File: config.mk
export PLATFORM = sky130hd
export DESIGN_NAME = report_crc32_filler
export DESIGN_NICKNAME = d
export VERILOG_FILES = /design/src/rtl/core/rcf_pkg.sv /design/src/rtl/core/report_crc32_filler.sv
export VERILOG_INCLUDE_DIRS = /design/src /design/src/rtl/core
export SDC_FILE = /design/constraint.sdc
export NUM_CORES = 1
export LEC_CHECK = 0
export BUFFER_PORTS_ARGS = -buffer_cell sky130_fd_sc_hd__buf_2
export CORE_MARGIN = 1
export CORE_UTILIZATION = 61
export DETAILED_ROUTE_END_ITERATION = 10
export PLACE_DENSITY = 0.83
export SLEW_MARGIN = 40
export SYNTH_ARGS = -nofsm -noshare
export SYNTH_HDL_FRONTEND = slang
export SYNTH_SLANG_ARGS = --single-unit
export TNS_END_PERCENT = 50
File: constraint.sdc
create_clock -name clk -period 4.15 [get_ports clk]
set_input_delay 0.2075 -clock clk [delete_from_list [all_inputs] [get_ports clk]]
set_output_delay 0.2075 -clock clk [all_outputs]
set_load 0.01 [all_outputs]
File: src/rtl/core/report_crc32_filler_assert.svh
`ifndef REPORT_CRC32_FILLER_ASSERT_SVH
`define REPORT_CRC32_FILLER_ASSERT_SVH

// same-cycle implication, checked outside reset
`define RCF_ASSERT_IMPL(label, ante, cons) \
	label: assert property (@(posedge clk) disable iff (!arst_n) (ante) |-> (cons)) \
		else $error("report_crc32_filler assertion failed");

// next-cycle implication, checked outside reset
`define RCF_ASSERT_NEXT(label, ante, cons) \
	label: assert property (@(posedge clk) disable iff (!arst_n) (ante) |=> (cons)) \
		else $error("report_crc32_filler assertion failed");

`endif

File: src/rtl/core/rcf_pkg.sv
package rcf_pkg;

	localparam int POS_W = 7;

	localparam logic [31:0] CRC_POLY     = 32'hEDB88320;
	localparam logic [31:0] CRC_ALL_ONES = 32'hFFFFFFFF;
	localparam logic [7:0]  PREFIX_RESET = 8'hA2;
	localparam logic [7:0]  REPORT_ID_RESET = 8'h00;

	typedef enum logic {
		CFG_REPORT_ID   = 1'b0,
		CFG_PREFIX_BYTE = 1'b1
	} cfg_index_t;

	// one byte of reflected crc-32, lsb first
	function automatic logic [31:0] crc_feed(input logic [31:0] crc, input logic [7:0] data);
		logic [31:0] c;
		c = crc ^ {24'h000000, data};
		for (int k = 0; k < 8; k++) begin
			if (c[0]) begin
				c = (c >> 1) ^ CRC_POLY;
			end else begin
				c = c >> 1;
			end
		end
		return c;
	endfunction

endpackage

File: src/rtl/core/report_crc32_filler.sv
// report_crc32_filler: passes a fixed-length report through one byte per
// transaction and replaces its last four bytes with the reflected crc-32
// (little-endian) of the seed bytes prefix_byte, report_id and report
// bytes 1 to REPORT_LEN-5.
// input channel: in_valid/in_ready with in_byte and start_of_report; a set
// start flag forces the byte to be byte 0 of a new report.
// output channel: out_valid/out_ready with out_byte, end_of_report and
// crc_value (the finished crc on the last byte, else zero).
// config: cfg_we/cfg_index/cfg_wdata, to be written by the user only while the
// block is idle, which the block itself does not enforce; the seed of both crc
// bytes is folded into a register at the write.
// throughput: one byte per cycle while the output is not stalled, set by the
// single crc byte update between the input register and the output register.
// reset: position back to byte 0, report_id 0, prefix_byte 0xA2, both
// stages empty.
// stall: a held output keeps its result; an empty input register still takes one
// more transaction, after which in_ready drops until the output drains.
module report_crc32_filler #(
	parameter int REPORT_LEN = 78
) (
	input  logic        clk,
	input  logic        arst_n,
	input  logic        in_valid,
	output logic        in_ready,
	input  logic [7:0]  in_byte,
	input  logic        start_of_report,
	output logic        out_valid,
	input  logic        out_ready,
	output logic [7:0]  out_byte,
	output logic        end_of_report,
	output logic [31:0] crc_value,
	input  logic        cfg_we,
	input  logic        cfg_index,
	input  logic [7:0]  cfg_wdata
);

	localparam int PW = rcf_pkg::POS_W;
	localparam logic [PW-1:0] POS_LEN   = PW'(REPORT_LEN);
	localparam logic [PW-1:0] POS_LAST  = PW'(REPORT_LEN - 1);
	localparam logic [PW-1:0] POS_DATA  = PW'(REPORT_LEN - 5);
	localparam logic [PW-1:0] POS_CRC0  = PW'(REPORT_LEN - 4);

	logic [7:0]    report_id_q;
	logic [7:0]    prefix_byte_q;
	logic [31:0]   seed_q;
	logic [7:0]    report_id_d;
	logic [7:0]    prefix_byte_d;

	logic          valid_s1;
	logic [7:0]    byte_s1;
	logic          start_s1;

	logic [PW-1:0] pos_q;
	logic [31:0]   crc_q;

	logic          out_valid_q;
	logic [7:0]    out_byte_q;
	logic          eor_q;
	logic [31:0]   crc_value_q;

	logic          move;
	logic [PW-1:0] pos;
	logic [31:0]   fin;
	logic [1:0]    sel;
	logic [PW-1:0] pos_next;
	logic [31:0]   crc_next;
	logic [7:0]    obyte;
	logic          eor;

	assign move     = valid_s1 && (!out_valid_q || out_ready);
	assign in_ready = !valid_s1 || move;

	always_comb begin
		report_id_d   = report_id_q;
		prefix_byte_d = prefix_byte_q;
		case (rcf_pkg::cfg_index_t'(cfg_index))
			rcf_pkg::CFG_REPORT_ID:   report_id_d   = cfg_wdata;
			rcf_pkg::CFG_PREFIX_BYTE: prefix_byte_d = cfg_wdata;
			default: ;
		endcase
	end

	always_ff @(posedge clk or negedge arst_n) begin
		if (!arst_n) begin
			report_id_q   <= rcf_pkg::REPORT_ID_RESET;
			prefix_byte_q <= rcf_pkg::PREFIX_RESET;
			seed_q        <= rcf_pkg::crc_feed(
				rcf_pkg::crc_feed(rcf_pkg::CRC_ALL_ONES, rcf_pkg::PREFIX_RESET),
				rcf_pkg::REPORT_ID_RESET);
		end else if (cfg_we) begin
			report_id_q   <= report_id_d;
			prefix_byte_q <= prefix_byte_d;
			seed_q        <= rcf_pkg::crc_feed(
				rcf_pkg::crc_feed(rcf_pkg::CRC_ALL_ONES, prefix_byte_d), report_id_d);
		end
	end

	// position and crc update for the byte in the input register
	always_comb begin
		if (start_s1 || pos_q >= POS_LEN) begin
			pos = '0;
		end else begin
			pos = pos_q;
		end
		fin      = ~crc_q;
		sel      = 2'(pos - POS_CRC0);
		obyte    = byte_s1;
		eor      = 1'b0;
		crc_next = crc_q;
		if (pos == '0) begin
			crc_next = seed_q;
		end else if (pos <= POS_DATA) begin
			crc_next = rcf_pkg::crc_feed(crc_q, byte_s1);
		end else begin
			obyte = fin[8*sel +: 8];
			eor   = (pos == POS_LAST);
		end
		if (pos >= POS_LAST) begin
			pos_next = '0;
			crc_next = rcf_pkg::CRC_ALL_ONES;
		end else begin
			pos_next = pos + 1'b1;
		end
	end

	always_ff @(posedge clk or negedge arst_n) begin
		if (!arst_n) begin
			valid_s1 <= 1'b0;
		end else if (in_ready) begin
			valid_s1 <= in_valid;
		end
	end

	always_ff @(posedge clk) begin
		if (in_ready && in_valid) begin
			byte_s1  <= in_byte;
			start_s1 <= start_of_report;
		end
	end

	always_ff @(posedge clk or negedge arst_n) begin
		if (!arst_n) begin
			pos_q <= '0;
			crc_q <= rcf_pkg::CRC_ALL_ONES;
		end else if (move) begin
			pos_q <= pos_next;
			crc_q <= crc_next;
		end
	end

	always_ff @(posedge clk or negedge arst_n) begin
		if (!arst_n) begin
			out_valid_q <= 1'b0;
		end else if (move) begin
			out_valid_q <= 1'b1;
		end else if (out_ready) begin
			out_valid_q <= 1'b0;
		end
	end

	always_ff @(posedge clk) begin
		if (move) begin
			out_byte_q  <= obyte;
			eor_q       <= eor;
			crc_value_q <= eor ? fin : 32'h00000000;
		end
	end

	assign out_valid     = out_valid_q;
	assign out_byte      = out_byte_q;
	assign end_of_report = eor_q;
	assign crc_value     = crc_value_q;

`include "report_crc32_filler_assert.svh"

	`RCF_ASSERT_IMPL(a_pos_in_range, 1'b1, pos_q < POS_LEN)
	`RCF_ASSERT_IMPL(a_last_byte_is_crc_msb, out_valid_q && eor_q, out_byte_q == crc_value_q[31:24])
	`RCF_ASSERT_IMPL(a_crc_zero_midreport, out_valid_q && !eor_q, crc_value_q == 32'h00000000)
	`RCF_ASSERT_NEXT(a_start_restarts, move && start_s1, pos_q == ((REPORT_LEN > 1) ? PW'(1) : PW'(0)))

endmodule

## Yosys cells after proc, flatten, opt, wreduce, memory -nomap -nowiden

Cells that the tools add are included.

- Flip-flop bits (word level): 139
- Bits of input ports: 23
- Output and inout bits: 43
- Logic and storage cells: 124

- Equality and inequality tests: 1
- $lt $le $gt $ge: 3
- $add $sub $neg: 2
- Reduce and logical (&&, ||, !) cells: 11
- Bitwise gates (word level): 28
- Shift operators: 1
- Muxes and demuxes: 66

Operators with widths:

| kind | number |
|---|---|
| $mux W32 | 56 |
| $not A13 Y14 | 24 |
| $xor A32 B8 Y32 | 2 |
| $mux W8 | 4 |
| $not A32 Y32 | 1 |
| $not A8 Y32 | 1 |
| $shiftx A32 B6 Y8 | 1 |
| $ge A7 B7 Y1 const B | 2 |
| $mux W7 | 2 |
| $add A7 B1 Y7 const B | 1 |
| $eq A7 B7 Y1 const B | 1 |
| $le A7 B7 Y1 const B | 1 |
| $logic_not A7 Y1 | 1 |
| $mux W1 | 4 |
| $logic_or A1 B1 Y1 | 3 |
| $reduce_bool A3 Y1 | 1 |
| $logic_and A1 B1 Y1 | 2 |
| $logic_not A1 Y1 | 2 |
| $reduce_and A2 Y1 | 1 |
| $reduce_bool A2 Y1 | 1 |
| $sub A2 B2 Y2 const B | 1 |

## Logic depth before layout (Yosys ltp)

- Depth after elaboration: 50
- Mapped depth: 12
- Depth with buffers taken out: 11

## Worst setup path before layout

Ideal clock, no wire load.

- Kind: register to register
- Start point: reg pos_q[4]
- End point: reg crc_q[12]
- Arrival: 2.793 ns
- Path slack: 1.280 ns
- Path buffers: 1
- Setup time: 0.077 ns
- Data required time: 4.073 ns
- Stages on the path, launching flop included: 13
- Cell sequence: dfrtp_1 > a311o_1 > a21oi_1 > nand2_1 > inv_1 > ha_1 > nor2_1 > o211ai_1 > nor2_1 > nor2_1 > clkbuf_1 > nor2_1 > a31oi_1

- Word-level cells in the longest chain between the ends: 6
- Elaborated cells between the ends (all ways): 10

Ends and longest elaborated chain:

| what | RTL line | RTL |
|---|---|---|
| start: declaration | report_crc32_filler.sv:53 | `logic [PW-1:0] pos_q;` |
| start signal: assignment | report_crc32_filler.sv:146 | `pos_q <= pos_next;` |
| $ge A7 B7 Y1 | report_crc32_filler.sv:100 | `if (start_s1 \|\| pos_q >= POS_LEN) begin` |
| $logic_or A1 B1 Y1 | report_crc32_filler.sv:100 |  |
| $mux W7 * | report_crc32_filler.sv:100 |  |
| $le A7 B7 Y1 (tied with other cells) | report_crc32_filler.sv:112 | `end else if (pos <= POS_DATA) begin` |
| $reduce_bool A3 Y1 (no line) / $mux W32 (equally long branches) | -- |  |
| $reduce_and A2 Y1 (no line) / $mux W32 (equally long branches) | -- |  |
| end signal: assignment | report_crc32_filler.sv:144 | `crc_q <= rcf_pkg::CRC_ALL_ONES;` |
| end signal: assignment | report_crc32_filler.sv:147 | `crc_q <= crc_next;` |
| end: declaration | report_crc32_filler.sv:54 | `logic [31:0] crc_q;` |

Every way passes the cells marked *; elsewhere a longest branch is shown, timed or not.
A chain may end at the register's enable or synchronous reset.

## Final worst setup path

- Start point: reg pos_q[1]
- End point: reg crc_q[3]

Same word-level chain as after synthesis.

==> results.cfg <==
[logic_synthesis]
syn-num-nets = 817
synth_edf_count = 50
syn_area_per_cell_um2 = 10.8
ys.flop_type = edfxtp_1
yosysSeqAreaShare_pct = 44.5
synth.most_common_cell = xnor2_1
yosysUniqueCellTypes = 48
syn_area_um2 = 8530
ys_ff_latch = 139
yosys_warnings = 0
yosys.area.top_type = edfxtp_1
synth.top_cells.by_area = edfxtp_1, dfstp_2, xnor2_1
synth-async-reset-ratio_pct = 64.0
ys_top_cells_by_count = xnor2_1, nor2_1, nand2_1
synth_top_cell_area_share_pct = 17.6
synthCells = 791

[global_routing]
track_usage_pct = 29.5
overflow = 0
grt_max_degree = 56
grt_pass1_vias = 6073
antenna_found_initial = 0
grt_first_pass_wirelength_um = 32000

[setup_path]
critPathBufInv = 3
cp.required_ns = 4.48
slowest_stage = dfrtp_1
cp_top_family = compound AO/OA/AOI/OAI gates
critPathKind = reg2reg
end_kind = register
cp_cell_sequence = a311o_1 > a21oi_1 > buf_4 > nand2_1 > inv_1 > ha_1 > nor2_1 > o211ai_1 > nor2_1 > nor2_2 > buf_4 > nor2_1 > a31oi_1
start_kind = register
cp.arrival_ns = 3.58
cpMostUsedCell = nor2_1
slowest_delay_ns = 0.60
critical_path.max_fanout = 32

[die]
dieHeight_um = 120
start_util_pct = 63.4
rows = 42
ios = 66
fp.dieArea_um2 = 14500
die_w_um = 120
core_area_um2 = 13500

[sta]
setup_viol = 0
period_share_pct = 78.4
fmax_mhz = 307
slew-limit-headroom_pct = 46.7
tightestPinTransition_ns = 0.799
final_max_slew_viol_count = 0
rsz0062_at_grt = no
hold_viol = 0
period_needed_ns = 3.25
clock_skew_ns = 0.00941
fin_setup_tns_ns = 0

[clocking]
clk_pin_slew_worst_paths_ns = 0.06
htree_levels = 4
clkLatencyLatePin_ns = 0.42
cts_made_buffers = 17
ctsResizeCount = 0
cts_num_sinks = 139
cts-root-buf = clkbuf_16
clk_path_buf_depth = 2
cts_tree = built

[routing]
ant_nets = 0
routed_wl_um = 19900
wl_per_cell_um = 19.2
vias = 5993
drt_iter0_markers = 746
firstDrtPassIters = 7
drc = 0
vias_per_cell = 5.80

[layout]
antenna_cells = 0
fill_cells = 978
final_nets = 870
final_area_um2 = 9620
drive_gt1_share_pct = 26.3
area_delta_synth_final_pct = 12.8

[placed_design]
dpl_cell_area_um2 = 8910
numPortBuffers = 65
post-dp-hpwl_um = 13900
gp_congestion = 0.980

[run_status]
outcome = finished, final reports clean

[power_and_ir_drop]
ir_drop_uv = 501
p_leak_nw = 3.88
p_per_area_nw_per_um2 = 861

[min_path]
min_path_type = in2reg

[run]
maxCapViolations = 0
==> registers in the layout, summed over array words and instances, names as in the netlist <==
| register | flops |
|---|---|
| crc_q | 32 |
| crc_value | 32 |
| seed_q | 32 |
| byte_s1 | 8 |
| out_byte | 8 |
| prefix_byte_q | 8 |
| report_id_q | 8 |
| pos_q | 7 |
| end_of_report | 1 |
| out_valid | 1 |
| start_s1 | 1 |
| valid_s1 | 1 |
==> per-layer routing <==
layer	vias to the layer above	global-route usage, %	part of all wire (%)
met5	-	0	0
met4	0	14.9	3.8
met3	62	6.04	5.9
met2	266	51.1	52
met1	2909	34.7	39
li1	2756	-	-
==> placed cells by master (no fill, tap or decap), types with 8 or more instances in the layout <==
cell type | Yosys | final
xnor2_1 | 140 | 137
nor2_1 | 105 | 104
nand2_1 | 64 | 64
buf_2 | 9 | 63
a21oi_1 | 50 | 50
edfxtp_1 | 50 | 50
dfstp_2 | 50 | 50
xor2_1 | 43 | 43
dfrtp_1 | 39 | 38
mux2_2 | 33 | 33
o21ai_0 | 26 | 26
mux2i_1 | 25 | 25
clkbuf_16 | 0 | 17
a31oi_1 | 14 | 14
xnor3_1 | 13 | 13
dlygate4sd3_1 | 0 | 11
buf_4 | 7 | 11
o21ai_1 | 10 | 9
nand3_1 | 8 | 8
xor2_2 | 8 | 8
==> logic make-up (layout without fill, tap and decap cells) <==
kind of cell             after synthesis  count (layout)  synth area share (%)
XOR/XNOR                             210             210                  25.3
buffers and inverters                 57             123                  3.13
adder cells (fa/ha/maj)                3               3                 0.440
AO/OA/AOI/OAI                        117             117                  7.87
multiplexers                          68              68                  9.32
flip-flops                           139             139                  44.5
AND/OR/NAND/NOR                      197             197                  9.44
==> worst reg2reg max path, stage by stage, from the launching register on <==
cell,delay [ns]
dfrtp_1,0.60
a311o_1,0.44
a21oi_1,0.17
buf_4,0.24
nand2_1,0.12
inv_1,0.18
ha_1,0.24
nor2_1,0.08
o211ai_1,0.26
nor2_1,0.10
nor2_2,0.08
buf_4,0.34
nor2_1,0.08
a31oi_1,0.23
==> area by class of cell <==
cell class / count / area, µm² / area share, %
clock buffer: 18 / 429 / 4.46
clock inverter: 14 / 146 / 1.52
inverter: 6 / 22.5 / 0.234
multi-input combinational: 595 / 4500 / 46.8
sequential: 139 / 3790 / 39.4
tap: 176 / 220 / 2.29
timing repair buffer: 85 / 508 / 5.28
==> timing repair <==
item                      in CTS  in global routing
hold buffers                  11                  0
hold endpoints to repair      38                  0
buffers inserted               0                  0
==> metrics by stage <==
step	cells	setup WS, ns	utilization [%]	power [mW]	hold WS, ns
floorplan	791	1.28	-	5.78	-0.0881
global placement	990	1.17	66.2	6.56	0.292
detailed placement	990	1.02	66.3	6.68	0.307
CTS	1033	0.957	71.4	8.25	0.0668
global route	1033	0.721	71.5	8.75	0.114
finish	1033	0.896	71.5	8.28	0.0749
==> path summary, 6_finish.rpt <==
path                       slack [ns]       from  cells after the start          to
max in group asynchronous        2.77     arst_n                      3  seed_q[18]
min                              0.07  out_ready                      3   out_valid
max reg2reg                      0.90   pos_q[1]                     13    crc_q[3]
min in group asynchronous        0.40     arst_n                      2    valid_s1
min reg2reg                      0.49  seed_q[1]                      2   seed_q[1]
max                              0.90   pos_q[1]                     13    crc_q[3]
==> power by group <==
group	switching, mW	total, mW	leakage (nW)	internal [mW]
sequential	0.511	2.52	1.48	2.01
combinational	2.24	4.29	2.12	2.06
clock	0.583	1.47	0.277	0.885
total	3.33	8.28	3.88	4.95
Power figures use the tool's default switching activity.
